`src/rtl/core/lru_block_buffer_cache_unit_assert.svh`:
```
// assertion macros for the lru block buffer cache unit
// expects aclk and aresetn in the scope of the including module
`ifndef LRU_BLOCK_BUFFER_CACHE_UNIT_ASSERT_SVH
`define LRU_BLOCK_BUFFER_CACHE_UNIT_ASSERT_SVH

// same-cycle implication, checked outside reset
`define LBC_ASSERT_IMP(lbl, ante, cons, msg) \
    lbl: assert property (@(posedge aclk) disable iff (!aresetn) (ante) |-> (cons)) \
        else $error(msg);

// next-cycle implication, checked outside reset
`define LBC_ASSERT_NXT(lbl, ante, cons, msg) \
    lbl: assert property (@(posedge aclk) disable iff (!aresetn) (ante) |=> (cons)) \
        else $error(msg);

`endif

```
`src/rtl/core/lbc_pkg.sv`:
```
// shared types and constants of the lru block buffer cache unit
// no dependencies
package lbc_pkg;

    localparam int BLK_W         = 16;
    localparam int STAMP_W       = 16;
    localparam int KIND_W        = 3;
    localparam int SLOT_W        = 6;
    localparam int CMD_W         = 2;
    localparam int ENTRIES_DEF   = 8;

    localparam logic [BLK_W-1:0] TAG_FREE      = 16'hFFFF;
    localparam logic [BLK_W-1:0] MAX_BLOCK_RST = 16'hFFFE;

    typedef enum logic [CMD_W-1:0] {
        CMD_ACCESS     = 2'd0,
        CMD_MARK_DIRTY = 2'd1,
        CMD_FLUSH_ONE  = 2'd2,
        CMD_FLUSH_ALL  = 2'd3
    } cmd_t;

    typedef enum logic [KIND_W-1:0] {
        KIND_HIT  = 3'd0,
        KIND_FILL = 3'd1,
        KIND_WB   = 3'd2,
        KIND_ERR  = 3'd3,
        KIND_DONE = 3'd4
    } kind_t;

    typedef enum logic [3:0] {
        ST_IDLE,
        ST_CHECK,
        ST_ERR,
        ST_SCAN,
        ST_SCAN_TAIL,
        ST_RESOLVE,
        ST_WB_VICTIM,
        ST_FILL,
        ST_HIT,
        ST_FL1_WB,
        ST_DONE,
        ST_FA_RD,
        ST_FA_CHK,
        ST_FA_DONE
    } state_t;

    // tag and age stamp of one slot as held in the slot store
    typedef struct packed {
        logic [BLK_W-1:0]   tag;
        logic [STAMP_W-1:0] stamp;
    } slot_data_t;

    // flags from the shared compare unit
    typedef struct packed {
        logic tag_eq;
        logic stamp_lt;
    } cmp_res_t;

endpackage

```
`src/rtl/core/lbc_slot_store.sv`:
```
// slot store: tag and stamp memory, one write port and one registered read port
// depends on lbc_pkg
module lbc_slot_store
    import lbc_pkg::*;
#(
    parameter int ENTRIES = ENTRIES_DEF,
    parameter int IDX_W   = 3
) (
    input  logic             aclk,
    input  logic             wr_en,
    input  logic [IDX_W-1:0] wr_addr,
    input  slot_data_t       wr_data,
    input  logic [IDX_W-1:0] rd_addr,
    output slot_data_t       rd_data
);

    slot_data_t mem [ENTRIES];
    slot_data_t rd_data_reg;

    always_ff @(posedge aclk) begin
        if (wr_en) begin
            mem[wr_addr] <= wr_data;
        end
    end

    always_ff @(posedge aclk) begin
        rd_data_reg <= mem[rd_addr];
    end

    assign rd_data = rd_data_reg;

endmodule

```
`src/rtl/core/lbc_cmp_unit.sv`:
```
// shared compare unit: tag equality and stamp less-than
// depends on lbc_pkg
module lbc_cmp_unit
    import lbc_pkg::*;
(
    input  logic [BLK_W-1:0]   a_tag,
    input  logic [BLK_W-1:0]   b_tag,
    input  logic [STAMP_W-1:0] a_stamp,
    input  logic [STAMP_W-1:0] b_stamp,
    output cmp_res_t           res
);

    assign res.tag_eq   = (a_tag == b_tag);
    assign res.stamp_lt = (a_stamp < b_stamp);

endmodule

```
`src/rtl/core/lru_block_buffer_cache_unit.sv`:
```
// top level of the lru block buffer cache unit: sequencer, slot flags, output register
// depends on lbc_pkg, lbc_slot_store, lbc_cmp_unit and the assertion header
//
// Fully associative write-back cache directory with ENTRIES slots and LRU
// replacement. One command is taken at a time; s_ready is high only while
// the sequencer is idle, and the final result may still sit in the output
// register when the next command is taken. A lookup command (access, mark
// dirty, flush one) walks every slot once through the single read port of
// the slot store and the shared compare unit. Flush one, once past the
// range check, always passes through its writeback check, which emits no
// result for a clean slot. Flush all reads every slot in turn, a read
// state then a check state for each, its writebacks leaving during the
// check states. Stalls on m_ready hold the sequencer in any state that has
// a result to emit. Valid and dirty flags live in flip-flops and reset at
// once; there is no clearing pass. max_block is written through
// cfg_wr_en / cfg_wr_data; the user must write it only while the block
// is idle, as the block itself does not enforce it.
module lru_block_buffer_cache_unit
    import lbc_pkg::*;
#(
    parameter int ENTRIES = ENTRIES_DEF
) (
    input  logic              aclk,
    input  logic              aresetn,

    input  logic              cfg_wr_en,
    input  logic [BLK_W-1:0]  cfg_wr_data,

    input  logic              s_valid,
    output logic              s_ready,
    input  logic [CMD_W-1:0]  s_command,
    input  logic [BLK_W-1:0]  s_block_number,
    input  logic              s_clear_entry,

    output logic              m_valid,
    input  logic              m_ready,
    output logic [KIND_W-1:0] m_kind,
    output logic [BLK_W-1:0]  m_block_out,
    output logic [SLOT_W-1:0] m_slot,
    output logic              m_last
);

    localparam int IDX_W = (ENTRIES > 1) ? $clog2(ENTRIES) : 1;
    localparam logic [IDX_W-1:0] LAST_IDX = IDX_W'(ENTRIES - 1);

    state_t state_reg, state_next;
    cmd_t   cmd_reg, cmd_next;
    logic [BLK_W-1:0] blk_reg, blk_next;
    logic   clr_reg, clr_next;
    logic [BLK_W-1:0] max_block_reg;

    logic [IDX_W-1:0] scan_idx_reg, scan_idx_next;
    logic             pend_vld_reg, pend_vld_next;
    logic [IDX_W-1:0] pend_idx_reg;

    logic             hit_found_reg, hit_found_next;
    logic [IDX_W-1:0] hit_idx_reg, hit_idx_next;
    logic             free_found_reg, free_found_next;
    logic [IDX_W-1:0] free_idx_reg, free_idx_next;
    logic             min_found_reg, min_found_next;
    logic [IDX_W-1:0] min_idx_reg, min_idx_next;
    logic [STAMP_W-1:0] min_stamp_reg, min_stamp_next;
    logic [BLK_W-1:0] min_tag_reg, min_tag_next;
    logic [IDX_W-1:0] tgt_idx_reg, tgt_idx_next;

    logic [ENTRIES-1:0] valid_reg, valid_next;
    logic [ENTRIES-1:0] dirty_reg, dirty_next;
    logic [STAMP_W-1:0] counter_reg, counter_next;
    logic [STAMP_W-1:0] stamp_new;

    logic              m_valid_reg, m_valid_next;
    kind_t             m_kind_reg, m_kind_next;
    logic [BLK_W-1:0]  m_block_reg, m_block_next;
    logic [SLOT_W-1:0] m_slot_reg, m_slot_next;
    logic              m_last_reg, m_last_next;
    logic              out_free;

    logic       wr_en;
    slot_data_t wr_data;
    slot_data_t rd_data;

    logic [BLK_W-1:0]   cmp_a_tag, cmp_b_tag;
    logic [STAMP_W-1:0] cmp_a_stamp, cmp_b_stamp;
    cmp_res_t           cmp_res;
    logic               pend_valid_slot;

    lbc_slot_store #(
        .ENTRIES (ENTRIES),
        .IDX_W   (IDX_W)
    ) u_store (
        .aclk    (aclk),
        .wr_en   (wr_en),
        .wr_addr (tgt_idx_reg),
        .wr_data (wr_data),
        .rd_addr (scan_idx_reg),
        .rd_data (rd_data)
    );

    lbc_cmp_unit u_cmp (
        .a_tag   (cmp_a_tag),
        .b_tag   (cmp_b_tag),
        .a_stamp (cmp_a_stamp),
        .b_stamp (cmp_b_stamp),
        .res     (cmp_res)
    );

    assign out_free        = !m_valid_reg || m_ready;
    assign stamp_new       = counter_reg + STAMP_W'(1);
    assign pend_valid_slot = valid_reg[pend_idx_reg];
    assign wr_data.tag     = blk_reg;
    assign wr_data.stamp   = stamp_new;

    // compare operands: range check while checking, slot data while scanning
    always_comb begin
        if (state_reg == ST_CHECK) begin
            cmp_a_tag   = blk_reg;
            cmp_b_tag   = TAG_FREE;
            cmp_a_stamp = max_block_reg;
            cmp_b_stamp = blk_reg;
        end else begin
            cmp_a_tag   = rd_data.tag;
            cmp_b_tag   = blk_reg;
            cmp_a_stamp = rd_data.stamp;
            cmp_b_stamp = min_stamp_reg;
        end
    end

    always_comb begin
        state_next      = state_reg;
        cmd_next        = cmd_reg;
        blk_next        = blk_reg;
        clr_next        = clr_reg;
        scan_idx_next   = scan_idx_reg;
        pend_vld_next   = 1'b0;
        hit_found_next  = hit_found_reg;
        hit_idx_next    = hit_idx_reg;
        free_found_next = free_found_reg;
        free_idx_next   = free_idx_reg;
        min_found_next  = min_found_reg;
        min_idx_next    = min_idx_reg;
        min_stamp_next  = min_stamp_reg;
        min_tag_next    = min_tag_reg;
        tgt_idx_next    = tgt_idx_reg;
        valid_next      = valid_reg;
        dirty_next      = dirty_reg;
        counter_next    = counter_reg;
        m_valid_next    = m_valid_reg && !m_ready;
        m_kind_next     = m_kind_reg;
        m_block_next    = m_block_reg;
        m_slot_next     = m_slot_reg;
        m_last_next     = m_last_reg;
        wr_en           = 1'b0;
        s_ready         = 1'b0;

        // slot data read last cycle arrives now
        if (pend_vld_reg) begin
            if (pend_valid_slot && cmp_res.tag_eq) begin
                hit_found_next = 1'b1;
                hit_idx_next   = pend_idx_reg;
            end
            if (!pend_valid_slot && !free_found_reg) begin
                free_found_next = 1'b1;
                free_idx_next   = pend_idx_reg;
            end
            // strict less keeps the lowest slot on ties
            if (pend_valid_slot && (!min_found_reg || cmp_res.stamp_lt)) begin
                min_found_next = 1'b1;
                min_idx_next   = pend_idx_reg;
                min_stamp_next = rd_data.stamp;
                min_tag_next   = rd_data.tag;
            end
        end

        unique case (state_reg)
            ST_IDLE: begin
                s_ready = 1'b1;
                if (s_valid) begin
                    cmd_next      = cmd_t'(s_command);
                    blk_next      = s_block_number;
                    clr_next      = s_clear_entry;
                    scan_idx_next = '0;
                    if (cmd_t'(s_command) == CMD_FLUSH_ALL) begin
                        state_next = ST_FA_RD;
                    end else begin
                        state_next = ST_CHECK;
                    end
                end
            end
            ST_CHECK: begin
                // free marker or above the limit
                if (cmp_res.tag_eq || cmp_res.stamp_lt) begin
                    state_next = ST_ERR;
                end else begin
                    hit_found_next  = 1'b0;
                    free_found_next = 1'b0;
                    min_found_next  = 1'b0;
                    state_next      = ST_SCAN;
                end
            end
            ST_ERR: begin
                if (out_free) begin
                    m_valid_next = 1'b1;
                    m_kind_next  = KIND_ERR;
                    m_block_next = blk_reg;
                    m_slot_next  = '0;
                    m_last_next  = 1'b1;
                    state_next   = ST_IDLE;
                end
            end
            ST_SCAN: begin
                pend_vld_next = 1'b1;
                if (scan_idx_reg == LAST_IDX) begin
                    state_next = ST_SCAN_TAIL;
                end else begin
                    scan_idx_next = scan_idx_reg + IDX_W'(1);
                end
            end
            ST_SCAN_TAIL: begin
                state_next = ST_RESOLVE;
            end
            ST_RESOLVE: begin
                if (hit_found_reg) begin
                    tgt_idx_next = hit_idx_reg;
                    state_next   = ST_HIT;
                end else if (free_found_reg) begin
                    tgt_idx_next = free_idx_reg;
                    state_next   = ST_FILL;
                end else begin
                    tgt_idx_next = min_idx_reg;
                    state_next   = dirty_reg[min_idx_reg] ? ST_WB_VICTIM : ST_FILL;
                end
            end
            ST_WB_VICTIM: begin
                if (out_free) begin
                    m_valid_next            = 1'b1;
                    m_kind_next             = KIND_WB;
                    m_block_next            = min_tag_reg;
                    m_slot_next             = SLOT_W'(tgt_idx_reg);
                    m_last_next             = 1'b0;
                    dirty_next[tgt_idx_reg] = 1'b0;
                    state_next              = ST_FILL;
                end
            end
            ST_HIT, ST_FILL: begin
                if (out_free) begin
                    wr_en        = 1'b1;
                    counter_next = stamp_new;
                    m_valid_next = 1'b1;
                    m_kind_next  = (state_reg == ST_HIT) ? KIND_HIT : KIND_FILL;
                    m_block_next = blk_reg;
                    m_slot_next  = SLOT_W'(tgt_idx_reg);
                    m_last_next  = (cmd_reg != CMD_FLUSH_ONE);
                    if (state_reg == ST_FILL) begin
                        valid_next[tgt_idx_reg] = 1'b1;
                        dirty_next[tgt_idx_reg] = 1'b0;
                    end
                    if (cmd_reg == CMD_MARK_DIRTY) begin
                        dirty_next[tgt_idx_reg] = 1'b1;
                    end
                    state_next = (cmd_reg == CMD_FLUSH_ONE) ? ST_FL1_WB : ST_IDLE;
                end
            end
            ST_FL1_WB: begin
                if (!dirty_reg[tgt_idx_reg] || out_free) begin
                    if (dirty_reg[tgt_idx_reg]) begin
                        m_valid_next = 1'b1;
                        m_kind_next  = KIND_WB;
                        m_block_next = blk_reg;
                        m_slot_next  = SLOT_W'(tgt_idx_reg);
                        m_last_next  = 1'b0;
                    end
                    dirty_next[tgt_idx_reg] = 1'b0;
                    if (clr_reg) begin
                        valid_next[tgt_idx_reg] = 1'b0;
                    end
                    state_next = ST_DONE;
                end
            end
            ST_DONE: begin
                if (out_free) begin
                    m_valid_next = 1'b1;
                    m_kind_next  = KIND_DONE;
                    m_block_next = '0;
                    m_slot_next  = '0;
                    m_last_next  = 1'b1;
                    state_next   = ST_IDLE;
                end
            end
            ST_FA_RD: begin
                state_next = ST_FA_CHK;
            end
            ST_FA_CHK: begin
                // a dirty slot is always valid, so its stored tag is live
                if (!dirty_reg[scan_idx_reg] || out_free) begin
                    if (dirty_reg[scan_idx_reg]) begin
                        m_valid_next = 1'b1;
                        m_kind_next  = KIND_WB;
                        m_block_next = rd_data.tag;
                        m_slot_next  = SLOT_W'(scan_idx_reg);
                        m_last_next  = 1'b0;
                    end
                    dirty_next[scan_idx_reg] = 1'b0;
                    if (scan_idx_reg == LAST_IDX) begin
                        state_next = ST_FA_DONE;
                    end else begin
                        scan_idx_next = scan_idx_reg + IDX_W'(1);
                        state_next    = ST_FA_RD;
                    end
                end
            end
            ST_FA_DONE: begin
                if (out_free) begin
                    m_valid_next = 1'b1;
                    m_kind_next  = KIND_DONE;
                    m_block_next = '0;
                    m_slot_next  = '0;
                    m_last_next  = 1'b1;
                    if (clr_reg) begin
                        valid_next   = '0;
                        counter_next = '0;
                    end
                    state_next = ST_IDLE;
                end
            end
            default: begin
                state_next = ST_IDLE;
            end
        endcase
    end

    always_ff @(posedge aclk) begin
        if (!aresetn) begin
            state_reg     <= ST_IDLE;
            valid_reg     <= '0;
            dirty_reg     <= '0;
            counter_reg   <= '0;
            max_block_reg <= MAX_BLOCK_RST;
            m_valid_reg   <= 1'b0;
            pend_vld_reg  <= 1'b0;
        end else begin
            state_reg    <= state_next;
            valid_reg    <= valid_next;
            dirty_reg    <= dirty_next;
            counter_reg  <= counter_next;
            m_valid_reg  <= m_valid_next;
            pend_vld_reg <= pend_vld_next;
            if (cfg_wr_en) begin
                max_block_reg <= cfg_wr_data;
            end
        end
    end

    always_ff @(posedge aclk) begin
        cmd_reg        <= cmd_next;
        blk_reg        <= blk_next;
        clr_reg        <= clr_next;
        scan_idx_reg   <= scan_idx_next;
        pend_idx_reg   <= scan_idx_reg;
        hit_found_reg  <= hit_found_next;
        hit_idx_reg    <= hit_idx_next;
        free_found_reg <= free_found_next;
        free_idx_reg   <= free_idx_next;
        min_found_reg  <= min_found_next;
        min_idx_reg    <= min_idx_next;
        min_stamp_reg  <= min_stamp_next;
        min_tag_reg    <= min_tag_next;
        tgt_idx_reg    <= tgt_idx_next;
        m_kind_reg     <= m_kind_next;
        m_block_reg    <= m_block_next;
        m_slot_reg     <= m_slot_next;
        m_last_reg     <= m_last_next;
    end

    assign m_valid     = m_valid_reg;
    assign m_kind      = m_kind_reg;
    assign m_block_out = m_block_reg;
    assign m_slot      = m_slot_reg;
    assign m_last      = m_last_reg;

`include "lru_block_buffer_cache_unit_assert.svh"

    // a new transaction never overtakes an unfinished result sequence
    `LBC_ASSERT_IMP(a_no_overtake, s_valid && s_ready,
        !(m_valid && !m_last), "input taken mid-sequence")
    // dirty slots are always valid
    `LBC_ASSERT_IMP(a_dirty_valid, 1'b1,
        (dirty_reg & ~valid_reg) == '0, "dirty flag on a free slot")
    // tags stay unique, so a second hit in one scan is a slip
    `LBC_ASSERT_IMP(a_single_hit, pend_vld_reg && hit_found_reg && pend_valid_slot,
        !cmp_res.tag_eq, "block present in two slots")
    // flush all with clear empties the whole directory
    `LBC_ASSERT_NXT(a_flush_clear, state_reg == ST_FA_DONE && out_free && clr_reg,
        valid_reg == '0 && dirty_reg == '0 && counter_reg == '0,
        "flush all left entries behind")

endmodule

```
`config.mk`:
```
export PLATFORM = sky130hd
export DESIGN_NAME = lru_block_buffer_cache_unit
export DESIGN_NICKNAME = d
export VERILOG_FILES = /design/src/rtl/core/lbc_pkg.sv /design/src/rtl/core/lbc_slot_store.sv /design/src/rtl/core/lbc_cmp_unit.sv /design/src/rtl/core/lru_block_buffer_cache_unit.sv
export VERILOG_INCLUDE_DIRS = /design/src /design/src/rtl/core
export SDC_FILE = /design/constraint.sdc
export NUM_CORES = 1
export LEC_CHECK = 0
export BUFFER_PORTS_ARGS = -buffer_cell sky130_fd_sc_hd__buf_2
export CAP_MARGIN = 20
export CORE_MARGIN = 5
export CORE_UTILIZATION = 55
export CTS_CLUSTER_DIAMETER = 200
export DETAILED_ROUTE_END_ITERATION = 10
export GPL_TIMING_DRIVEN = 1
export PLACE_DENSITY = 0.86
export REMOVE_ABC_BUFFERS = 1
export SLEW_MARGIN = 0
export SYNTH_ARGS = -nofsm -noshare
export SYNTH_HDL_FRONTEND = slang
export SYNTH_SLANG_ARGS = --single-unit
```
`constraint.sdc`:
```
create_clock -name aclk -period 5.19 [get_ports aclk]
set_input_delay 0.2595 -clock aclk [delete_from_list [all_inputs] [get_ports aclk]]
set_output_delay 0.2595 -clock aclk [all_outputs]
set_load 0.02 [all_outputs]
```
Word-level counts from Yosys, hierarchy flattened

Memory sizes are Yosys's and may differ from the RTL's. A register that Yosys moved wholly into a read port is not among the register bits.
Index checks and enable logic that the tools add are counted.
Widths: inputs -> output; s select.

Flip-flop bits (word level): 152
Memory bits (writable): 256
Memories kept: 1
Word-level logic and storage cells: 238
Memory bits (read-only): 0
Output and inout port bits: 28
Latch bits: 0

Memory list:

| name        | depth | bits a word | read ports | clocked after Yosys merged registers in | write ports | RTL line             | RTL |
|---|---|---|---|---|---|---|---|
| u_store.mem | 8     | 32          | 1          | 1                                       | 1           | lbc_slot_store.sv:17 | `slot_data_t mem [ENTRIES];` |

Multipliers: 0
Add/sub/neg operators: 2
Shifts and indexed selects: 0
Muxes and demuxes: 114
Bitwise logic cells: 7
Order comparisons: 7
Equal/unequal tests: 36
Divide/modulo/power cells: 0
Reductions and logical operators: 46

Operators by type and width:

| cell                  | count |
|---|---|
| $mux 16               | 14 |
| $mux 8                | 14 |
| $pmux 16 s5           | 1 |
| $pmux 4 s11           | 1 |
| $mux 3                | 14 |
| $mux 1                | 40 |
| $mux 4                | 10 |
| $mux 6                | 6 |
| $pmux 16 s2           | 1 |
| $pmux 8 s4            | 1 |
| $ne 2x2->1 const B    | 14 |
| $and 8x8->8           | 3 |
| $eq 4x4->1 const B    | 6 |
| $pmux 6 s4            | 1 |
| $pmux 8 s3            | 1 |
| $reduce_and 7->1      | 3 |
| $pmux 3 s6            | 1 |
| $add 16x1->16 const B | 1 |
| $eq 16x16->1          | 1 |
| $eq 4x3->1 const B    | 4 |
| $lt 16x16->1          | 1 |
| $lt 3x4->1 const B    | 4 |
| $not 8->8             | 2 |
| $or 8x8->8            | 2 |
| 31 further kinds      | 66 |

Depth between registers and ports, before layout

Depth after elaboration: 13
Gate-level depth with buffers: 13
Mapped depth without buffers: 10

By module

From an unflattened synthesis, not the netlist that was laid out.

Cell total of the unflattened synthesis: 1258
Area total of the unflattened synthesis: 18484.0 sq um

Modules (own cells, without submodules):

| module                      | cells an instance | seq. area each (sq um) | area an instance (sq um) | times used |
|---|---|---|---|---|
| lbc_slot_store              | 415               | 8328.0                 | 10466.3                  | 1 |
| lru_block_buffer_cache_unit | 770               | 3873.7                 | 7470.9                   | 1 |
| lbc_cmp_unit                | 73                | 0.0                    | 546.8                    | 1 |

Least setup slack after synthesis

Ideal clock, no wire load.

Kind: register to register
Start: register state_reg[0]
End: register min_idx_reg[0], enable pin
Data required time: 4.751 ns
Stages on the path, launching flop included: 13
Data arrival time: 4.522 ns
Slack: 0.229 ns
Path buffers: 3
Cell sequence: dfxtp_1 > buf_2 > nor4b_4 > buf_2 > buf_1 > mux2_2 > ha_1 > a21o_1 > a21oi_1 > o31ai_1 > a221oi_1 > o21ai_0 > a21oi_1

Longest elaborated chain between the ends: 6

RTL lines:

| item                           | RTL line                           | RTL |
|---|---|---|
| start: declaration             | lru_block_buffer_cache_unit.sv:46  | `state_t state_reg, state_next;` |
| start signal: assignment       | lru_block_buffer_cache_unit.sv:341 | `state_reg <= state_next;` |
| $eq 4x1->1 (*)                 | lru_block_buffer_cache_unit.sv:115 | `if (state_reg == ST_CHECK) begin` |
| $mux 16                        | lru_block_buffer_cache_unit.sv:115 |  |
| $lt 16x16->1 (*)               | lbc_cmp_unit.sv:14                 | `assign res.stamp_lt = (a_stamp < b_stamp);` |
| $logic_or 1x1->1 (*)           | lru_block_buffer_cache_unit.sv:166 | `if (pend_valid_slot && (!min_found_reg \|\| cmp_res.stamp_lt)) begin` |
| $logic_and 1x1->1 (*)          | lru_block_buffer_cache_unit.sv:166 |  |
| $reduce_and 2->1 (no line) (*) | n/a                                |  |
| end signal: assignment         | lru_block_buffer_cache_unit.sv:364 | `min_idx_reg <= min_idx_next;` |
| end: declaration               | lru_block_buffer_cache_unit.sv:61  | `logic [IDX_W-1:0] min_idx_reg, min_idx_next;` |

Every way passes the cells marked *; elsewhere a longest branch is shown, timed or not.
A chain may end at the register's enable or synchronous reset.

Worst setup path in the final report

Start: register state_reg[3]
End: register min_tag_reg[2], enable pin

Longest elaborated chain between the ends: 6

RTL lines:

| item                           | RTL line                           | RTL |
|---|---|---|
| $eq 4x1->1 (*)                 | lru_block_buffer_cache_unit.sv:115 |  |
| $mux 16                        | lru_block_buffer_cache_unit.sv:115 |  |
| $lt 16x16->1 (*)               | lbc_cmp_unit.sv:14                 |  |
| $logic_or 1x1->1 (*)           | lru_block_buffer_cache_unit.sv:166 |  |
| $logic_and 1x1->1 (*)          | lru_block_buffer_cache_unit.sv:166 |  |
| $reduce_and 2->1 (no line) (*) | n/a                                |  |
| end signal: assignment         | lru_block_buffer_cache_unit.sv:366 | `min_tag_reg <= min_tag_next;` |
| end: declaration               | lru_block_buffer_cache_unit.sv:63  | `logic [BLK_W-1:0] min_tag_reg, min_tag_next;` |

Marked as above.

==> run summary <==
Clock buffer count from CTS: 43
Vias in the first global route: 11600
Status: complete, no violations
Number of enable flip-flop cells after synthesis: 345
Crit. End Element: flip-flop
Routability cong.: 0.904
Worst IR drop on VDD: 261 uV
Reg2reg path depth: 11
Initial antenna violation count: 0
Clock Skew: 19.1 ps
Post-Synthesis Cell Area: 17300 sq um
WHS: 24.3 ps
FFs w/ async S/R, synth: 0%
Clock latency on the worst-skew pair: 550 ps
Largest net degree at the start of global routing: 57
Yosys cell types: 61
Routed wire per std cell: 25.0 microns
Clock tree buffer depth: 3
Leak: 7.00 nW
Overflow after GRT: 0
Total number of vias: 11300
Synthesis-to-finish area growth: 15.5%
Fin. Hold Viols: 0
Starting Density: 55.3%
HP Class: input pin to flip-flop
Final Non-Filler Cells: 1761
Final nets: 1383
Antenna Nets Post-Route: 0
CP max FO: 36
Startpoint Class: flip-flop
Max reg flops: 256
Post-synth top flop: edfxtp_1
Pwr/cell area: 490 nW/um^2
Req. time, crit path: 5430 ps
Overall Power: 0.00979 W
Mapped Cells: 1223
Cell taking the most area after synthesis: edfxtp_1
Post-layout minimum cycle time: 3960 ps
Number of clock sinks: 437
Post-CTS setup buffers: 0
Die height: 187 microns
Slew @ Worst Pin: 1070 ps
Hold Buf Count CTS: 33
HPWL after DPL: 26700 microns
Cell with the most instances after synthesis: edfxtp_1
Synth top area share: 59.9%
CTS tree: done
Routed WL: 44000 microns
Num rows: 65
DR DRC count: 0
Register clock-pin slew on the reported worst setup and hold paths: 60 ps
Io pins: 68
Vias per inst: 6.42
Tot GR Track Use: 24.5%
Core area: 31300 sq um
Slew HR: 28.6%
Fin Setup TNS: 0 ps
Ant. Diodes: 0
DR iter-0 viols: 1630
Port bufs: 64
Hold path cells: 3
Sequential fraction of the synthesis area: 70.5%
Count of warnings emitted by yosys: 0
Synth top cells by count: edfxtp_1 (345), a22oi_1 (155), dfxtp_1 (92)
Seq cells post-synth: 437
H-tree depth: 2
# resized after CTS: 0
Critical Path AT: 4200 ps
Period utilisation layout: 76.4%
Max-Cap Viols: 0
Fillers: 2083
Slew Limit Fails: 0
Die Wd: 187 microns
Unrepaired setup endpoints after global routing: no
Area contributors post-synth: edfxtp_1 (60%), dfxtp_1 (11%), a22oi_1 (6.7%), mux2i_1 (2.7%), nand2_1 (1.9%)
Die Area: 35100 sq um
First-pass GRT wire length: 67100 microns
Drt pass-1 iters: 7
Dpl cells: 1648
Critical path type: flip-flop to flip-flop
Final setup fails: 0
Mean Syn Cell Area: 14.2 sq um
CTS root buf: clkbuf_16
Layout cell share with drive strength beyond 1: 15.5%
Max Freq: 252 MHz
## report_power, final
group | total [W] | leakage [nW] | switching (W) | internal (W)
combinational | 0.00211 | 2.22 | 0.00133 | 0.000775
sequential | 0.00452 | 4.07 | 0.000335 | 0.00418
clock | 0.00317 | 0.702 | 0.00128 | 0.00188
## area by class of cell
class	instances	area (sq um)	share of cell area [%]
sequential	437	12200	61.0
clock inverter	19	240	1.20
clock buffer	59	1210	6.04
timing repair buffer	133	961	4.81
inverter	6	22.5	0.113
multi-input combinational	705	4860	24.3
tap	402	503	2.52
## layout by cell type, fill, tap and decap left out, types with 8 or more instances in the layout
| cell | instances |
|---|---|
| a22oi_1 | 155 |
| xor2_1 | 12 |
| ha_1 | 17 |
| a21boi_0 | 12 |
| nand3b_1 | 9 |
| edfxtp_1 | 345 |
| nor3_1 | 9 |
| clkbuf_1 | 10 |
| nor2_1 | 52 |
| nand4_1 | 38 |
| dfxtp_1 | 92 |
| nand3_1 | 19 |
| nor2b_1 | 19 |
| nor4_1 | 8 |
| xnor2_1 | 15 |
| a21oi_1 | 29 |
| o21ai_0 | 44 |
| o211ai_1 | 13 |
| dlygate4sd3_1 | 33 |
| buf_2 | 64 |
| nand2b_1 | 10 |
| buf_4 | 33 |
| mux2_2 | 15 |
| nand2_1 | 86 |
| mux2i_1 | 46 |
| nor2_4 | 8 |
| clkbuf_16 | 44 |
| and3_1 | 11 |
## routing by layer
layer / track usage [%] / vias to the layer above / routed length [microns]
li1: - / 4958 / -
met1: 30.6 / 5597 / 16200
met2: 42.9 / 633 / 22400
met3: 4.50 / 115 / 3910
met4: 9.43 / 0 / 1470
met5: 0 / - / 0
## cells by family after synthesis
kind of cell | synth area share, %
other | 0.0217
AOI/OAI and AO/OA | 11.9
xor gates and xnor gates | 1.37
DFF | 70.5
muxes | 4.29
buffers and inverters | 2.03
adders and majority gates | 1.23
and+or+nand+nor | 8.62
## critical path, cell delays in order (launching register included)
cell and delay [ps]:
dfxtp_1 330, nor4b_4 260, buf_4 430, buf_4 330, mux2_2 370, ha_1 310, a21o_1 180, a21o_1 170
a221oi_1 250, o21ai_0 220, a21oi_4 550, buf_12 240
## through the flow
step | area (sq um) | setup slack (ps) | util, %
floorplan | 17000 | -1000 | -
global placement | 18200 | 1290 | 58.0
detailed placement | 18200 | 1220 | 58.0
CTS | 20000 | 1220 | 63.7
global route | 20000 | 943 | 63.9
finish | 20000 | 1230 | 63.9
## worst paths after layout
path | from | to | slack, ps
worst max-delay path | state_reg[3] | min_tag_reg[2] | 1230
worst min-delay path | cfg_wr_data[0] | max_block_reg[0] | 20
worst max register to register | state_reg[3] | min_tag_reg[2] | 1230
worst min register to register | u_store.rd_data[15] | min_stamp_reg[15] | 450
Note: power is estimated with default switching activity, not from simulation.
